[config.mk]
export PLATFORM = sky130hd
export DESIGN_NAME = ufc_ram
export DESIGN_NICKNAME = d
export VERILOG_FILES = /design/src/rtl/core/ufc_ram.sv
export SDC_FILE = /design/constraint.sdc
export NUM_CORES = 1
export LEC_CHECK = 0
export ABC_AREA = 0
export BUFFER_PORTS_ARGS = -buffer_cell sky130_fd_sc_hd__buf_2
export CORE_ASPECT_RATIO = 0.5
export CORE_UTILIZATION = 50
export DETAILED_ROUTE_END_ITERATION = 10
export PLACE_DENSITY = 0.7
export REMOVE_ABC_BUFFERS = 1
export SLEW_MARGIN = 20
export SYNTH_ARGS = -nofsm -noshare
export SYNTH_HDL_FRONTEND = slang
export SYNTH_SLANG_ARGS = --single-unit
[constraint.sdc]
create_clock -name clk -period 1.5 [get_ports clk]
set_input_delay 0.075 -clock clk [delete_from_list [all_inputs] [get_ports clk]]
set_output_delay 0.075 -clock clk [all_outputs]
set_load 0.05 [all_outputs]
[src/rtl/core/ufc_ram.sv]
// ----------------------------------------------------------------------------
// ufc_ram
// Generic simple dual-port RAM, one write port and one registered read port.
// ----------------------------------------------------------------------------
module ufc_ram #(
	parameter int WIDTH = 8,
	parameter int DEPTH = 16
) (
	input  logic                     clk,
	input  logic                     we,
	input  logic [$clog2(DEPTH)-1:0] waddr,
	input  logic [WIDTH-1:0]         wdata,
	input  logic [$clog2(DEPTH)-1:0] raddr,
	output logic [WIDTH-1:0]         rdata
);
	logic [WIDTH-1:0] mem [DEPTH];

	always_ff @(posedge clk) begin
		if (we) begin
			mem[waddr] <= wdata;
		end
		rdata <= mem[raddr];
	end
endmodule

======== Yosys cells after proc, flatten, opt, wreduce, memory -nomap -nowiden ========
Memories as Yosys holds them, arrays and structs flattened. A register that Yosys moved wholly into a read port is not among the register bits.
Cells that the tools add are included.
word-level totals
  logic and storage cells ................. 3
  bits in latches ......................... 0
  bits in read-only memories .............. 0
  bits in registers ....................... 0
  output and inout bits ................... 8
  memories kept ........................... 1
  RAM bits ................................ 128
  input bits .............................. 18
operators by class
  reductions and logical operators ........ 0
  $lt $le $gt $ge ......................... 0
  equal/unequal tests ..................... 0
  multiply operators ...................... 0
  $add $sub $neg .......................... 0
  div/mod/pow operators ................... 0
  bitwise gates (word level) .............. 0
  shifts and indexed selects .............. 0
  mux-type cells .......................... 2
memories
  memory  words  width  read ports  clocked after memory_dff  write ports  line  source
  mem     16     8      1           1                         1            16    logic [WIDTH-1:0] mem [DEPTH];
operators by type and width
  kind    number
  $mux 1  2

======== Logic depth before layout (Yosys ltp) ========
Gate-level depths: netlist (run 1).
  depth after elaboration ................. 2
  mapped depth ............................ 5
  depth with buffers taken out ............ 3

======== Worst setup path after synthesis (run 1) ========
No wires, ideal clock.
  path kind ............................... input to register
  start point ............................. in waddr[2]
  end point ............................... mem mem[0][0] (enable)
  slack ................................... -0.068 ns
  required time ........................... 1.117 ns
  library setup time ...................... 0.383 ns
  path buffers ............................ 0
  cell stages on the path ................. 2
  data arrival time ....................... 1.185 ns
  cell sequence ........................... or3b_2 -> nor3_1
RTL lines
  element          line  source
  start, declared  11    input logic [$clog2(DEPTH)-1:0] waddr,
  end, declared    16
No word-level cell before the write port.

==> results.yml, run 1 <==
run_status:
  status: "complete, no violations"
sta:
  finalCritPeriodShare_pct: 97.1
  fmax_mhz: 687
  setup_violations: 0
  max_slew_margin_pct: 67.6
  fin_skew_ns: 0.00505
  tightest_slew_ns: 0.484
  hold_viol_final: 0
  period_minus_slack_ns: 1.46
  finalMaxSlewViolations: 0
  setup_ws_ns: 0.0441
  rsz0062_at_grt: "false"
worst_setup_path:
  cp.arrival_ns: 1.75
  critical_path_class: "reg -> reg"
  end_kind: "register"
  r2r_slack_ns: 0.04
  cp_data_required_time_ns: 1.79
  critPathLaunchType: "register"
  timing.rr.start: "mem[1][5]"
  worst_r2r_endpoint: "rdata[5]"
  ff2ff_path_depth: 3
  critPathMaxFanout: 1
finish:
  mostFrequentLayoutCells: "edfxtp_1, buf_4, buf_2"
  final_common_cell: "edfxtp_1"
  fin_util_pct: 63.4
  area_delta_synth_final_pct: 19.9
  multiInputGateArea_um2: 1060
  stdcell_area_um2: 6170
  nets: 311
  final_cells: 442
  regArea_um2: 4000
  drive_gt1_share_pct: 34.0
  fillerInstances: 636
grt:
  grt_max_degree: 31
  grt_pass1_wl_mm: 15.4
  first_global_vias: 2607
  antenna_found_initial: 1
  grt_overflow: 0
  grt_usage_pct: 21.6
flow_run:
  drv_cap: 0
yosys:
  seq_area_frac_synth_pct: 77.8
  synthCells: 229
  ys_types: 19
  netlist_top_cells_area: "edfxtp_1, mux4_2, mux4_1, dfxtp_1, a22oi_1"
  yosysTopAreaCell: "edfxtp_1"
  syn_area_um2: 5150
  syn_avg_cell_area_um2: 22.5
  synth_top_area_share_pct: 74.7
  synth_seq_cells: 136
  yosys_warnings: 0
routing:
  first_pass_iters: 5
  vias: 2577
  drtAntennaViolNets: 0
  via_per_inst: 5.83
  totalWireLength_mm: 10.3
  drt-initial-drc-count: 220
  wl_per_cell_um: 23.4
  drc: 0
placement:
  dp_hpwl_mm: 6.24
  place_area_um2: 5610
  port_buffers: 25
  dp.cells: 409
  pre_cts_ws_ns: -0.0140
  place.gp.congestion: 0.775
power:
  peakVddDrop_uv: 726
  power_switching_mw: 1.88
  p_comb_share_pct: 5.8
  p_sw_share_pct: 21.5
  power.density_nw_per_um2: 1420
  intPower_mw: 6.86
  p_seq_share_pct: 48.9
  p_total_mw: 8.74
  p_clk_share_pct: 45.3
  p_leak_nw: 2.13
die:
  initial_core_util_pct: 52.9
  die_w_um: 145
  rows: 25
  die_area_um2: 10700
  coreArea_um2: 9730
  io_pins: 26
  fp.dieH_um: 73.7
worst_hold_path:
  worstHoldStart: "wdata[3]"
  min_path_cells: 1
  min_path_type: "in -> reg"
  hold_path_end: "mem[2][3]"
clock_tree:
  post_cts_buffers: 0
  cts_resized: 0
  cts_buffers: 17
  clock-sinks: 136
  cts_hold_buf: 0
  insertion_delay_ns: 0.41
  cts_tree: "yes"
  clk_path_buf_depth: 2
  clockRootBuffer: "clkbuf_16"
  cts.reportedPaths.clkPinSlew_ns: 0.06
  cts_max_level: 4
==> metal layers <==
layer / part of all wire [%] / up-vias / global-route usage [%]
li1: - / 1103 / -
met1: 43 / 1347 / 27.5
met2: 48 / 104 / 34.1
met3: 7.6 / 23 / 7.89
met4: 1.8 / 0 / 9.36
met5: 0 / - / 0
==> synthesized netlist by cell type <==
library cell     count
nand3b_1             2
nand2_1              9
buf_4                1
nand3_1              1
mux4_1              14
buf_6                3
and2_1               1
a22oi_1             16
edfxtp_1           128
mux4_2              18
and2b_1              1
buf_2                3
nand2b_1             2
nor2b_1              1
dfxtp_1              8
nor3_1               4
nor2_1              13
or3b_2               1
clkdlybuf4s25_2      3
==> power groups by stage <==
| stage | sequential, mW | combinational [mW] | clock [mW] |
|---|---|---|---|
| 6_report | 4.27 | 0.509 | 3.96 |
| 5_1_grt | 4.28 | 0.539 | 4.16 |
| 4_1_cts | 4.28 | 0.512 | 4.01 |
| 3_5_place_dp | 4.35 | 0.509 | 0 |
| 3_3_place_gp | 4.35 | 0.492 | 0 |
| 2_1_floorplan | 4.43 | 0.170 | 0 |
==> cells by family (layout without fill, tap and decap cells) <==
logic type | Yosys count | after routing | synth area share (%)
other | 0 | 1 | 0
AOI/OAI and AO/OA | 16 | 16 | 2.33
buffers and inverters | 10 | 87 | 1.68
and+or+nand+nor | 35 | 35 | 3.18
DFF | 136 | 136 | 77.8
muxes | 32 | 32 | 15.0
==> through the flow <==
step / hold WS (ns) / setup TNS (ns)
after floorplan: 0.174 / -0.543
after global placement: 0.454 / -0.00189
after detailed placement: 0.465 / -0.0140
after CTS: 0.0238 / 0
after global routing: 0.0234 / 0
final: 0.0384 / 0
==> flip-flops by register name, summed over array words and instances (netlist names) <==
name	cells
mem	128
rdata	8
==> worst max-delay path by stage <==
stage,startpoint,to,depth (start not counted)
2_1_floorplan,waddr[2],mem[0][0],2
5_1_grt,mem[1][5],rdata[5],3
3_3_place_gp,raddr[0],rdata[5],6
6_report,mem[1][5],rdata[5],3
3_5_place_dp,raddr[0],rdata[5],6
4_1_cts,mem[1][5],rdata[5],3
==> area by class of cell <==
type,instances,area share [%]
clock inverters,14,2.17
multi-input cells,83,17.1
clock buffers,18,6.95
well taps,135,2.74
flip-flops and latches,136,64.9
repair buffers,55,6.08
diodes,1,0.0406
==> critical path: stages, from the launching register on <==
cell and delay (ns):
edfxtp_1 0.38, mux4_1 0.54, a22oi_1 0.30, nand2_1 0.11
(Power assumes the default switching activity.)
==> run 2: changes to the inputs <==
--- a/config.mk
+++ b/config.mk
@@ -10,7 +10,7 @@
 export CORE_ASPECT_RATIO = 0.5
 export CORE_UTILIZATION = 50
 export DETAILED_ROUTE_END_ITERATION = 10
-export PLACE_DENSITY = 0.7
+export PLACE_DENSITY = 0.67
 export REMOVE_ABC_BUFFERS = 1
 export SLEW_MARGIN = 20
 export SYNTH_ARGS = -nofsm -noshare
==> constraint.sdc (replaced) <==
create_clock -name clk -period 1.7 [get_ports clk]
set_input_delay 0.085 -clock clk [delete_from_list [all_inputs] [get_ports clk]]
set_output_delay 0.085 -clock clk [all_outputs]
set_load 0.05 [all_outputs]
==> results.yml, run 2 (synthesis gave the netlist of run 1 again) <==
clock_tree:
  cts_tree: "yes"
  cts_resized: 0
  cts_max_level: 4
  post_cts_buffers: 0
  insertion_delay_ns: 0.41
  clock-sinks: 136
  cts_buffers: 17
  clk_path_buf_depth: 2
  clockRootBuffer: "clkbuf_16"
  cts.reportedPaths.clkPinSlew_ns: 0.06
  cts_hold_buf: 0
routing:
  totalWireLength_mm: 10.2
  wl_per_cell_um: 23.4
  first_pass_iters: 5
  drc: 0
  via_per_inst: 5.57
  drt-initial-drc-count: 223
  drtAntennaViolNets: 0
  vias: 2421
finish:
  regArea_um2: 4000
  largest_reg_flops: 128
  n_antenna_cell: 0
  regMostFlops: "mem"
  fin_util_pct: 63.9
  multiInputGateArea_um2: 1060
  nets: 305
  final_common_cell: "edfxtp_1"
  mostFrequentLayoutCells: "edfxtp_1, buf_2, buf_4"
  fillerInstances: 618
  area_delta_synth_final_pct: 20.8
  largestRegisters: "mem x128, rdata x8"
  drive_gt1_share_pct: 31.7
power:
  peakVddDrop_uv: 767
  power.density_nw_per_um2: 1320
  p_total_mw: 8.23
  p_sw_share_pct: 19.1
  p_leak_nw: 2.14
  power_switching_mw: 1.57
  p_seq_share_pct: 45.9
  p_comb_share_pct: 5.3
  p_clk_share_pct: 48.8
  intPower_mw: 6.65
sta:
  setup_ws_ns: 0.153
  hold_viol_final: 0
  period_minus_slack_ns: 1.55
  whs_ns: 0.0664
  setup_violations: 0
  tightest_slew_ns: 0.423
  max_slew_margin_pct: 71.8
  fmax_mhz: 647
  finalSetupTns_ns: 0
  finalMaxSlewViolations: 0
  fin_skew_ns: 0.00745
  rsz0062_at_grt: "false"
  finalCritPeriodShare_pct: 91.0
placement:
  port_buffers: 25
  dp_hpwl_mm: 6.46
  place.gp.congestion: 0.757
  pre_cts_ws_ns: 0.0653
worst_setup_path:
  cp_data_required_time_ns: 1.97
  cp.arrival_ns: 1.82
  critical_path_class: "reg -> reg"
  critPathLaunchType: "register"
  worstSetupStartpoint: "mem[6][0]"
  critPathMaxFanout: 1
  slowest_delay_ns: 0.52
  ff2ff_path_depth: 3
  critPathSlowestCell: "mux4_1"
  worst_r2r_endpoint: "rdata[0]"
  timing.rr.start: "mem[6][0]"
  cp_cell_sequence: "mux4_1 -> a22oi_1 -> nand2_1"
  end_kind: "register"
  r2r_slack_ns: 0.15
grt:
  grt_overflow: 0
  grt_usage_pct: 21.3
  first_global_vias: 2519
  grt_pass1_wl_mm: 15.3
  grt_max_degree: 18
  antenna_found_initial: 0
die:
  fp.dieH_um: 73.7
  initial_core_util_pct: 52.9
  rows: 25
  io_pins: 26
  die_w_um: 145
  coreArea_um2: 9730
  die_area_um2: 10700
worst_hold_path:
  min_path_type: "in -> reg"
  worstHoldStart: "wdata[3]"
  min_path_cells: 1
  hold_path_end: "mem[15][3]"
run_status:
  status: "complete, no violations"
flow_run:
  drv_cap: 0
run 2: cell count changes in the layout (fill, tap and decap cells not counted), sizes merged:
| cell | previous run | this run |
|---|---|---|
| clkinv | 9 | 3 |
| bufinv | 2 | 5 |
| buf | 55 | 49 |
| clkinvlp | 3 | 1 |
| diode | 1 | 0 |
| clkbuf | 18 | 23 |
run 2: through the flow:
step | cells | cell area (um2)
3_3_place_gp | 403 | 5560
2_1_floorplan | 219 | 5060
5_1_grt | 435 | 6220
6_report | 435 | 6220
3_5_place_dp | 403 | 5560
4_1_cts | 435 | 6220
run 2: per-layer routing:
layer	part of all wire, %	wire length, um	GRT usage [%]	up-vias
met4	1.4	138	8.42	0
met5	0	0	0	-
met1	43	4410	30.2	1235
met2	46	4680	32.1	82
met3	9.5	966	5.71	11
li1	-	-	-	1093
run 2: how the worst max path moves through the flow:
stage | slack (ns) | cells after the start | to
2_1_floorplan | 0.12 | 2 | mem[0][0]
3_3_place_gp | 0.08 | 5 | rdata[2]
3_5_place_dp | 0.07 | 5 | rdata[1]
4_1_cts | 0.22 | 3 | rdata[0]
5_1_grt | 0.14 | 3 | rdata[0]
6_report | 0.15 | 3 | rdata[0]
run 2: critical path: cells and delay by family, from the launching register on:
kind / cells / cell delay [ns]
mux: 1 / 0.52
simple gates: 1 / 0.15
flops: 1 / 0.38
compound gates: 1 / 0.36
run 2: cell type report:
cell class | count | area share [%]
clock inverter | 9 | 2.72
sequential | 136 | 64.4
multi-input combinational | 83 | 17.0
tap | 135 | 2.72
clock buffer | 23 | 7.85
timing repair buffer | 49 | 5.31
run 2: power groups by stage:
stage          logic, mW  clock network [mW]  registers (mW)
3_3_place_gp       0.426                   0            3.84
2_1_floorplan      0.150                   0            3.91
6_report           0.435                4.01            3.78
3_5_place_dp       0.436                   0            3.84
4_1_cts            0.438                4.06            3.78
5_1_grt            0.463                4.19            3.78
