[src/rtl/core/ufc_pkg.sv]
// ----------------------------------------------------------------------------
// ufc_pkg
// Shared constants, status codes and control types of the connectivity core.
// ----------------------------------------------------------------------------
package ufc_pkg;

	localparam int MAX_VERTICES_DEFAULT = 65535;
	localparam int VCOUNT_RESET         = 65535;
	localparam int RANK_W               = 5;
	localparam int RANK_MAX             = 31;

	typedef enum logic [1:0] {
		STATUS_MERGED  = 2'd0,
		STATUS_SAME    = 2'd1,
		STATUS_IGNORED = 2'd2,
		STATUS_CLEARED = 2'd3
	} status_t;

	// Handshake between the top level and the find/merge sequencer.
	typedef struct packed {
		logic idle;
		logic done;
		logic merged;
	} seq_status_t;

endpackage

[src/rtl/core/ufc_seq.sv]
// ----------------------------------------------------------------------------
// ufc_seq
// Find/merge sequencer: two path-halving root walks, then union by rank if the roots differ.
// ----------------------------------------------------------------------------
module ufc_seq #(
	parameter int VW = 16
) (
	input  logic                   clk,
	input  logic                   arst_n,
	input  logic                   start,
	input  logic [VW-1:0]          vert_a,
	input  logic [VW-1:0]          vert_b,
	input  logic                   ack,
	output ufc_pkg::seq_status_t   stat,
	output logic [VW-1:0]          root,
	output logic [VW-1:0]          new_size,
	output logic [VW-1:0]          raddr,
	input  logic [2*VW+ufc_pkg::RANK_W-1:0] rdata,
	output logic                   we,
	output logic [VW-1:0]          waddr,
	output logic [2*VW+ufc_pkg::RANK_W-1:0] wdata
);
	import ufc_pkg::*;

	localparam int SIZE_LO = VW;
	localparam int RANK_LO = 2 * VW;

	typedef enum logic [6:0] {
		S_IDLE = 7'b0000001,
		S_RDV  = 7'b0000010,
		S_WV   = 7'b0000100,
		S_WP   = 7'b0001000,
		S_MRG1 = 7'b0010000,
		S_MRG2 = 7'b0100000,
		S_DONE = 7'b1000000
	} state_t;

	state_t              state_q;
	logic                phase_q;
	logic                merged_q;
	logic [VW-1:0]       v_q, b_q;
	logic [VW-1:0]       wv_par_q, wv_size_q;
	logic [RANK_W-1:0]   wv_rank_q;
	logic [VW-1:0]       ra_q, ra_size_q;
	logic [RANK_W-1:0]   ra_rank_q;
	logic [VW-1:0]       win_q, lose_q, lose_size_q, sum_q;
	logic [RANK_W-1:0]   win_rank_q, lose_rank_q;

	logic [VW-1:0]       rd_par, rd_size;
	logic [RANK_W-1:0]   rd_rank;
	logic                found, rd_issue;
	logic [VW-1:0]       froot;
	logic [RANK_W-1:0]   rank_bump;

	assign rd_par  = rdata[VW-1:0];
	assign rd_size = rdata[SIZE_LO +: VW];
	assign rd_rank = rdata[RANK_LO +: RANK_W];

	assign rank_bump = (win_rank_q == lose_rank_q && win_rank_q < RANK_W'(RANK_MAX))
		? RANK_W'(1) : RANK_W'(0);

	always_comb begin
		raddr    = v_q;
		rd_issue = 1'b0;
		we       = 1'b0;
		waddr    = v_q;
		wdata    = '0;
		found    = 1'b0;
		froot    = v_q;
		unique case (state_q)
			S_RDV: begin
				rd_issue = 1'b1;
			end
			S_WV: begin
				if (rd_par == v_q) begin
					found = 1'b1;
				end else begin
					raddr    = rd_par;
					rd_issue = 1'b1;
				end
			end
			S_WP: begin
				// Halve the path: the visited vertex skips to its grandparent.
				we    = 1'b1;
				wdata = {wv_rank_q, wv_size_q, rd_par};
				if (rd_par == wv_par_q) begin
					found = 1'b1;
					froot = rd_par;
				end
			end
			S_MRG1: begin
				we    = 1'b1;
				waddr = lose_q;
				wdata = {lose_rank_q, lose_size_q, win_q};
			end
			S_MRG2: begin
				we    = 1'b1;
				waddr = win_q;
				wdata = {win_rank_q + rank_bump, sum_q, win_q};
			end
			S_IDLE, S_DONE: begin
			end
			default: begin
			end
		endcase
	end

	always_ff @(posedge clk or negedge arst_n) begin
		if (!arst_n) begin
			state_q  <= S_IDLE;
			phase_q  <= 1'b0;
			merged_q <= 1'b0;
		end else begin
			unique case (state_q)
				S_IDLE: begin
					if (start) begin
						phase_q <= 1'b0;
						state_q <= S_RDV;
					end
				end
				S_RDV: state_q <= S_WV;
				S_WV: begin
					if (!found) begin
						state_q <= S_WP;
					end
				end
				S_WP: begin
					if (!found) begin
						state_q <= S_RDV;
					end
				end
				S_MRG1: state_q <= S_MRG2;
				S_MRG2: state_q <= S_DONE;
				S_DONE: begin
					if (ack) begin
						state_q <= S_IDLE;
					end
				end
				default: state_q <= S_IDLE;
			endcase
			if (found) begin
				if (!phase_q) begin
					phase_q <= 1'b1;
					state_q <= S_RDV;
				end else if (froot == ra_q) begin
					merged_q <= 1'b0;
					state_q  <= S_DONE;
				end else begin
					merged_q <= 1'b1;
					state_q  <= S_MRG1;
				end
			end
		end
	end

	always_ff @(posedge clk) begin
		if (state_q == S_IDLE && start) begin
			v_q <= vert_a;
			b_q <= vert_b;
		end
		if (state_q == S_WV) begin
			wv_par_q  <= rd_par;
			wv_size_q <= rd_size;
			wv_rank_q <= rd_rank;
		end
		if (state_q == S_WP) begin
			v_q <= rd_par;
		end
		if (found) begin
			if (!phase_q) begin
				ra_q      <= froot;
				ra_size_q <= rd_size;
				ra_rank_q <= rd_rank;
				v_q       <= b_q;
			end else begin
				// Ties go to the root of the first vertex.
				sum_q <= ra_size_q + rd_size;
				if (ra_rank_q < rd_rank) begin
					win_q       <= froot;
					win_rank_q  <= rd_rank;
					lose_q      <= ra_q;
					lose_rank_q <= ra_rank_q;
					lose_size_q <= ra_size_q;
				end else begin
					win_q       <= ra_q;
					win_rank_q  <= ra_rank_q;
					lose_q      <= froot;
					lose_rank_q <= rd_rank;
					lose_size_q <= rd_size;
				end
			end
		end
	end

	assign stat.idle   = (state_q == S_IDLE);
	assign stat.done   = (state_q == S_DONE);
	assign stat.merged = merged_q;
	assign root        = win_q;
	assign new_size    = sum_q;

`ifndef NO_ASSERTIONS
	a_no_rw_clash: assert property (@(posedge clk) disable iff (!arst_n)
		(we && rd_issue) |-> (waddr != raddr))
		else $error("read issued to the entry being written");
	a_merge_distinct: assert property (@(posedge clk) disable iff (!arst_n)
		(stat.done && stat.merged) |-> (win_q != lose_q))
		else $error("merge of a root with itself");
	a_idle_no_write: assert property (@(posedge clk) disable iff (!arst_n)
		stat.idle |-> !we)
		else $error("node memory written while the sequencer is idle");
`endif
endmodule

[config.mk]
export PLATFORM = sky130hd
export DESIGN_NAME = ufc_seq
export DESIGN_NICKNAME = d
export VERILOG_FILES = /design/src/rtl/core/ufc_pkg.sv /design/src/rtl/core/ufc_seq.sv
export SDC_FILE = /design/constraint.sdc
export NUM_CORES = 1
export LEC_CHECK = 0
export BUFFER_PORTS_ARGS = -buffer_cell sky130_fd_sc_hd__buf_2
export CORE_ASPECT_RATIO = 1.25
export CORE_MARGIN = 2
export CORE_UTILIZATION = 50
export DETAILED_ROUTE_END_ITERATION = 10
export PLACE_DENSITY = 0.78
export SLEW_MARGIN = 30
export SYNTH_ARGS = -nofsm -noshare
export SYNTH_HDL_FRONTEND = slang
export SYNTH_SLANG_ARGS = --single-unit
[constraint.sdc]
create_clock -name clk -period 12.2 [get_ports clk]
set_input_delay 0.61 -clock clk [delete_from_list [all_inputs] [get_ports clk]]
set_output_delay 0.61 -clock clk [all_outputs]
set_load 0.01 [all_outputs]
### Word-level counts from Yosys, hierarchy flattened

Cells that the tools add are included.

* shift-type cells: 0
* bitwise gates (word level): 1
* divide/modulo/power cells: 0
* eq/ne operators: 13
* add/sub/neg operators: 2
* reduce and logical (&&, ||, !) cells: 6
* mux-type cells: 31
* $lt $le $gt $ge: 2
* multiply operators: 0

Operators with widths (count)
* 16-bit two-way mux: 11
* 37-bit case mux with 3 select lines: 1
* 7-bit case mux with 7 select lines: 1
* 16-bit equality test: 3
* 7-bit two-way mux: 5
* 16-bit case mux with 2 select lines: 1
* 16-bit adder: 1
* 5-bit two-way mux: 2
* 1-bit two-way mux: 9
* 7-bit by 1-bit equality test with 1-bit output, second input constant: 1
* 7-bit by 2-bit equality test with 1-bit output, second input constant: 1
* 7-bit by 3-bit equality test with 1-bit output, second input constant: 1
* 7-bit by 4-bit equality test with 1-bit output, second input constant: 1
* 7-bit by 5-bit equality test with 1-bit output, second input constant: 1
* 7-bit by 6-bit equality test with 1-bit output, second input constant: 1
* 7-bit equality test, second input constant: 1
* 3-bit by 2-bit inequality test with 1-bit output, second input constant: 2
* 2-bit AND reduction: 3
* 5-bit by 1-bit adder with 5-bit output: 1
* 5-bit equality test: 1
* 5-bit < comparator: 1
* 5-bit < comparator, second input constant: 1
* 3-bit OR reduction: 1
* 1-bit logical AND: 2
* 2 further kinds: 2

* memories: 0
* latch bits: 0
* bits in writable memories: 0
* logic and storage cells: 72
* output and inout port bits: 105
* flip-flop bits (word level): 189
* memory bits (read-only): 0

### Depth between registers and ports, before layout

* depth after elaboration: 7
* gate-level depth with buffers: 12
* gate-level depth less buffers: 11

### Least setup slack after synthesis

OpenSTA, ideal clock, no wires.

* kind: register -> register
* start point: reg state_q[5]
* end point: reg lose_q[0], enable pin
* slack: 4.211 ns
* data required time: 11.679 ns
* setup time: 0.521 ns
* arrival time: 7.468 ns
* cell stages (with the launch flop): 7
* period minus slack after synthesis: 7.989 ns
* cell sequence: dfrtp_1 nor3_2 nand2_1 nor3b_1 and2_1 nor2_1 nor2b_1

* longest elaborated chain between the ends: 3

RTL lines
* start: declaration: line ufc_seq.sv:38 `state_t state_q;`
* start signal: assignment: line ufc_seq.sv:110 `state_q <= S_IDLE;`
* start signal: assignment: line ufc_seq.sv:118 `state_q <= S_RDV;`
* start signal: assignment: line ufc_seq.sv:121 `S_RDV: state_q <= S_WV;`
* 7-bit by 4-bit equality test with 1-bit output or 7-bit by 3-bit equality test with 1-bit output (tied branches): line ufc_seq.sv:70 `unique case (state_q)`
* 1-bit case mux with 2 select lines *: line ufc_seq.sv:70
* 2-bit AND reduction (no line) *
* end signal: assignment: line ufc_seq.sv:181 `lose_q <= ra_q;`
* end signal: assignment: line ufc_seq.sv:187 `lose_q <= froot;`
* end: declaration: line ufc_seq.sv:46 `logic [VW-1:0] win_q, lose_q, lose_size_q, sum_q;`

Every way passes the cells marked *; elsewhere a longest branch is shown, timed or not.
A chain may end at the register's enable or synchronous reset.

### Worst setup path in the final report

* start point: reg state_q[5]
* end point: out wdata[13] (netlist bit)

* longest elaborated chain between the ends: 2

RTL lines
* 7-bit by 6-bit equality test with 1-bit output, or another cell as far along: line ufc_seq.sv:70
* 37-bit case mux with 3 select lines *: line ufc_seq.sv:70
* end: declaration: line ufc_seq.sv:21 `output logic [2*VW+ufc_pkg::RANK_W-1:0] wdata`

Marks and branches as above.

==> metrics.md <==
| Metric | Value |
|---|---|
| Status | completed |
| Largest family of logic cells by synthesized area | compound AO/OA/AOI/OAI gates |
| DIE AREA | 0.02051 mm² |
| Clock Sinks | 189 |
| Synthesized net count | 931 |
| Netlist cell types | 57 |
| Vias in the first global route | 7082 |
| Mux share of post-synthesis cell area | 0.07285 |
| Clock transition at the registers of the reported paths | 70 ps |
| Worst slew pin tran | 876.5 ps |
| Worst Skew | 13.57 ps |
| Max Clk Rate | 237.7 MHz |
| Routed wl met2 | 12190 µm |
| Synth async-reset ratio | 0.04762 |
| Slew HR | 0.4157 |
| Port Buffer Count | 177 |
| EDFF count, synth | 164 |
| Leakage | 0.004568 µW |
| Fin. max-slew vios | 0 |
| Switching portion of total power | 0.3106 |
| Vias | 7182 |
| Arrival time worst endpoint | 3600 ps |
| Worst setup path category | register to primary output |
| Non-Filler Instances | 1228 |
| Final setup violation count | 0 |
| NumNets Final | 1078 |
| CTS buffer count | 17 |
| GRT Total Usage | 0.2397 |
| CP max FO | 26 |
| Die Height | 159.6 µm |
| Clk network pwr share | 0.296 |
| Met3 wire length | 1832 µm |
| Mapped Area | 0.009687 mm² |
| DP HPWL | 16230 µm |
| Post-CTS sizing | 0 |
| Clock root buffer | clkbuf_16 |
| Routed wire length | 24310 µm |
| Maximum capacitance violations | 0 |
| Placed cell area | 0.01069 mm² |
| Largest net degree at the start of global routing | 96 |
| Clock tree buffer depth | 2 |
| Top-Level Pins | 178 |
| Final design instance area without fill | 0.01134 mm² |
| Final TNS setup | 0 ps |
| Top routing layer used | met4 |
| Placed cells | 1194 |
| Synth Area in XOR/XNOR | 0.06691 |
| Startpoint types | register |
| Sequential area share after synthesis | 0.5648 |
| Nature of the critical path endpoint | primary output |
| Area Growth Syn to Fin | 17.09% |
| Leading register cell type out of synthesis | edfxtp_1 |
| Tcrit/Tclk final | 0.3448 |
| DIE WIDTH | 128.5 µm |
| WL/cell | 19.79 µm |
| Internal power | 1312 µW |
| Worst Hold Class | input port to async pin |
| RSZ-0062 raised after global routing | no |
| # Post-CTS Setup Buffers | 0 |
| First-pass GRT wire length | 37940 µm |
| Complex-gate fraction of the synthesized area | 0.1184 |
| H-tree depth | 4 |
| DRC | 0 |
| Hold buffers post-CTS | 0 |
| WP data required | 11590 ps |
| CTS tree | built |
| Layout cell share with drive strength beyond 1 | 0.2400 |
| ANT cells | 0 |
| Pwr Density | 167.8 mW/mm² |
| Final Hold Viols | 0 |
| DR iter-0 viols | 546 |
| Wl on met1 | 9689 µm |
| RD Place Congestion | 0.8334 |
| Vias/cell | 5.849 |
| ANT nets after route | 0 |
| Num rows | 56 |
| Initial antenna violation count | 0 |
| Core box area | 0.01885 mm² |
| Yosys reg bits | 189 |
| Synth Area in Simple Gates | 0.09842 |
| P_sw | 591.1 µW |
| Post-Syn Instances | 836 |
| Reg power frac | 0.453 |
| Yosys warns | 0 |
| Worst VDD drop | 94.53 µV |
| Pre-Repair DR Iteration Count | 5 |
| Gate power share | 0.252 |
| Clock period minus worst slack | 4207 ps |
| Syn avg cell area | 11.59 µm² |
| Gr ovfl total | 0 |
| Initial Utilization | 0.5139 |
| Worst skew pair latency | 430 ps |
| Adder-Cell Fraction of Synth Area | 0.02919 |
==> synthesized netlist by cell type, drive strengths merged (14+ instances only) <==
library cell  count  share of area
ha               21          0.027
nand4            14         0.0090
xnor2            59          0.053
mux2             36          0.042
a21oi            48          0.025
a22oi            16          0.012
mux2i            30          0.031
clkbuf           26          0.010
dfxtp            16          0.033
a22o             16          0.014
a222oi           23          0.024
edfxtp          164           0.51
nand2            73          0.028
o21ai            39          0.020
buf              31          0.017
xor2             15          0.014
inv              56          0.022
nor2             65          0.025
==> power groups by stage <==
stage	combinational (µW)	sequential [µW]	clock [µW]
2_1_floorplan	334	839	0
4_1_cts	479	857	570
3_5_place_dp	475	871	0
3_3_place_gp	465	870	0
5_1_grt	533	865	594
6_report	479	861	563
==> cell usage in the layout (no fill, tap or decap), types with 3 or more instances in the layout <==
master,Yosys,final
buf_2,21,177
xnor2_1,59,59
dfrtp_1,8,8
inv_2,5,5
o211ai_1,3,3
a222oi_1,23,23
inv_1,51,51
nand2_1,73,73
nand4_1,14,14
mux2_1,36,36
nor3_1,9,9
a22o_1,16,16
nand3_1,13,13
bufinv_16,0,3
dfxtp_1,16,16
inv_6,0,3
edfxtp_1,164,164
and2_1,5,3
nor2b_1,8,6
buf_4,3,6
xor2_1,15,15
o21ai_1,38,38
o21a_1,4,4
nor2_1,65,63
a21oi_1,48,48
clkbuf_16,0,17
ha_1,21,21
a211o_1,3,3
a22oi_1,16,16
mux2i_1,30,30
==> state kept, by name (all words and copies together), names as in the netlist, 16 cells and up <==
signal,cells
b_q,16
lose_q,16
lose_size_q,16
new_size,16
ra_q,16
ra_size_q,16
root,16
v_q,16
wv_par_q,16
wv_size_q,16
==> path summary, 6_finish.rpt <==
path | start | endpoint | slack (ps) | cells after the start
setup / recovery | state_q[5]$_DFFE_PN0P_ | wdata[13] | 7990 | 7
hold / removal | arst_n | merged_q$_DFFE_PN0P_ | 30 | 1
setup reg to reg | state_q[5]$_DFFE_PN0P_ | root[11]$_DFFE_PP_ | 8540 | 8
hold reg to reg | b_q[7]$_DFFE_PP_ | v_q[7]$_DFF_P_ | 450 | 2
max in group asynchronous | arst_n | state_q[0]$_DFFE_PN1P_ | 11920 | 1
min in group clk | vert_b[3] | b_q[3]$_DFFE_PP_ | 360 | 1
==> final cells by class <==
class	instances	area [µm²]
fill	1482	7506
multi-input combinational	534	3796
tap	232	290.3
inverter	56	210.2
sequential	189	5472
timing repair buffer	185	978.4
clock inverter	14	166.4
clock buffer	18	429.2
==> cell families after synthesis <==
group,Yosys count
simple gates,205
flops,189
compound gates,167
buf+inv,113
xor+xnor,74
mux,66
fa+ha+maj,22
==> metal layers <==
layer	track usage	vias up
li1	-	3342
met1	0.3035	3471
met2	0.4093	324
met3	0.04590	45
met4	0.08597	0
met5	0	-
==> worst max-delay path: stages, from the launching register on <==
cell	delay (ps)
dfrtp_1	410
nor3_2	280
nand2_1	170
nor3b_4	730
buf_4	480
or2_1	680
a22o_1	270
buf_2	130
==> through the flow <==
step           power [µW]  hold WS [ps]  setup slack, ps    util
3_5_place_dp         1346         436.2             8309  0.5673
2_1_floorplan        1173         314.4             4211       -
4_1_cts              1907         18.82             8017  0.5989
5_1_grt              1992         33.17             7816  0.6018
3_3_place_gp         1336         429.8             8125  0.5667
6_report             1903         27.64             7993  0.6018
Note: power is estimated with default switching activity, not from simulation.
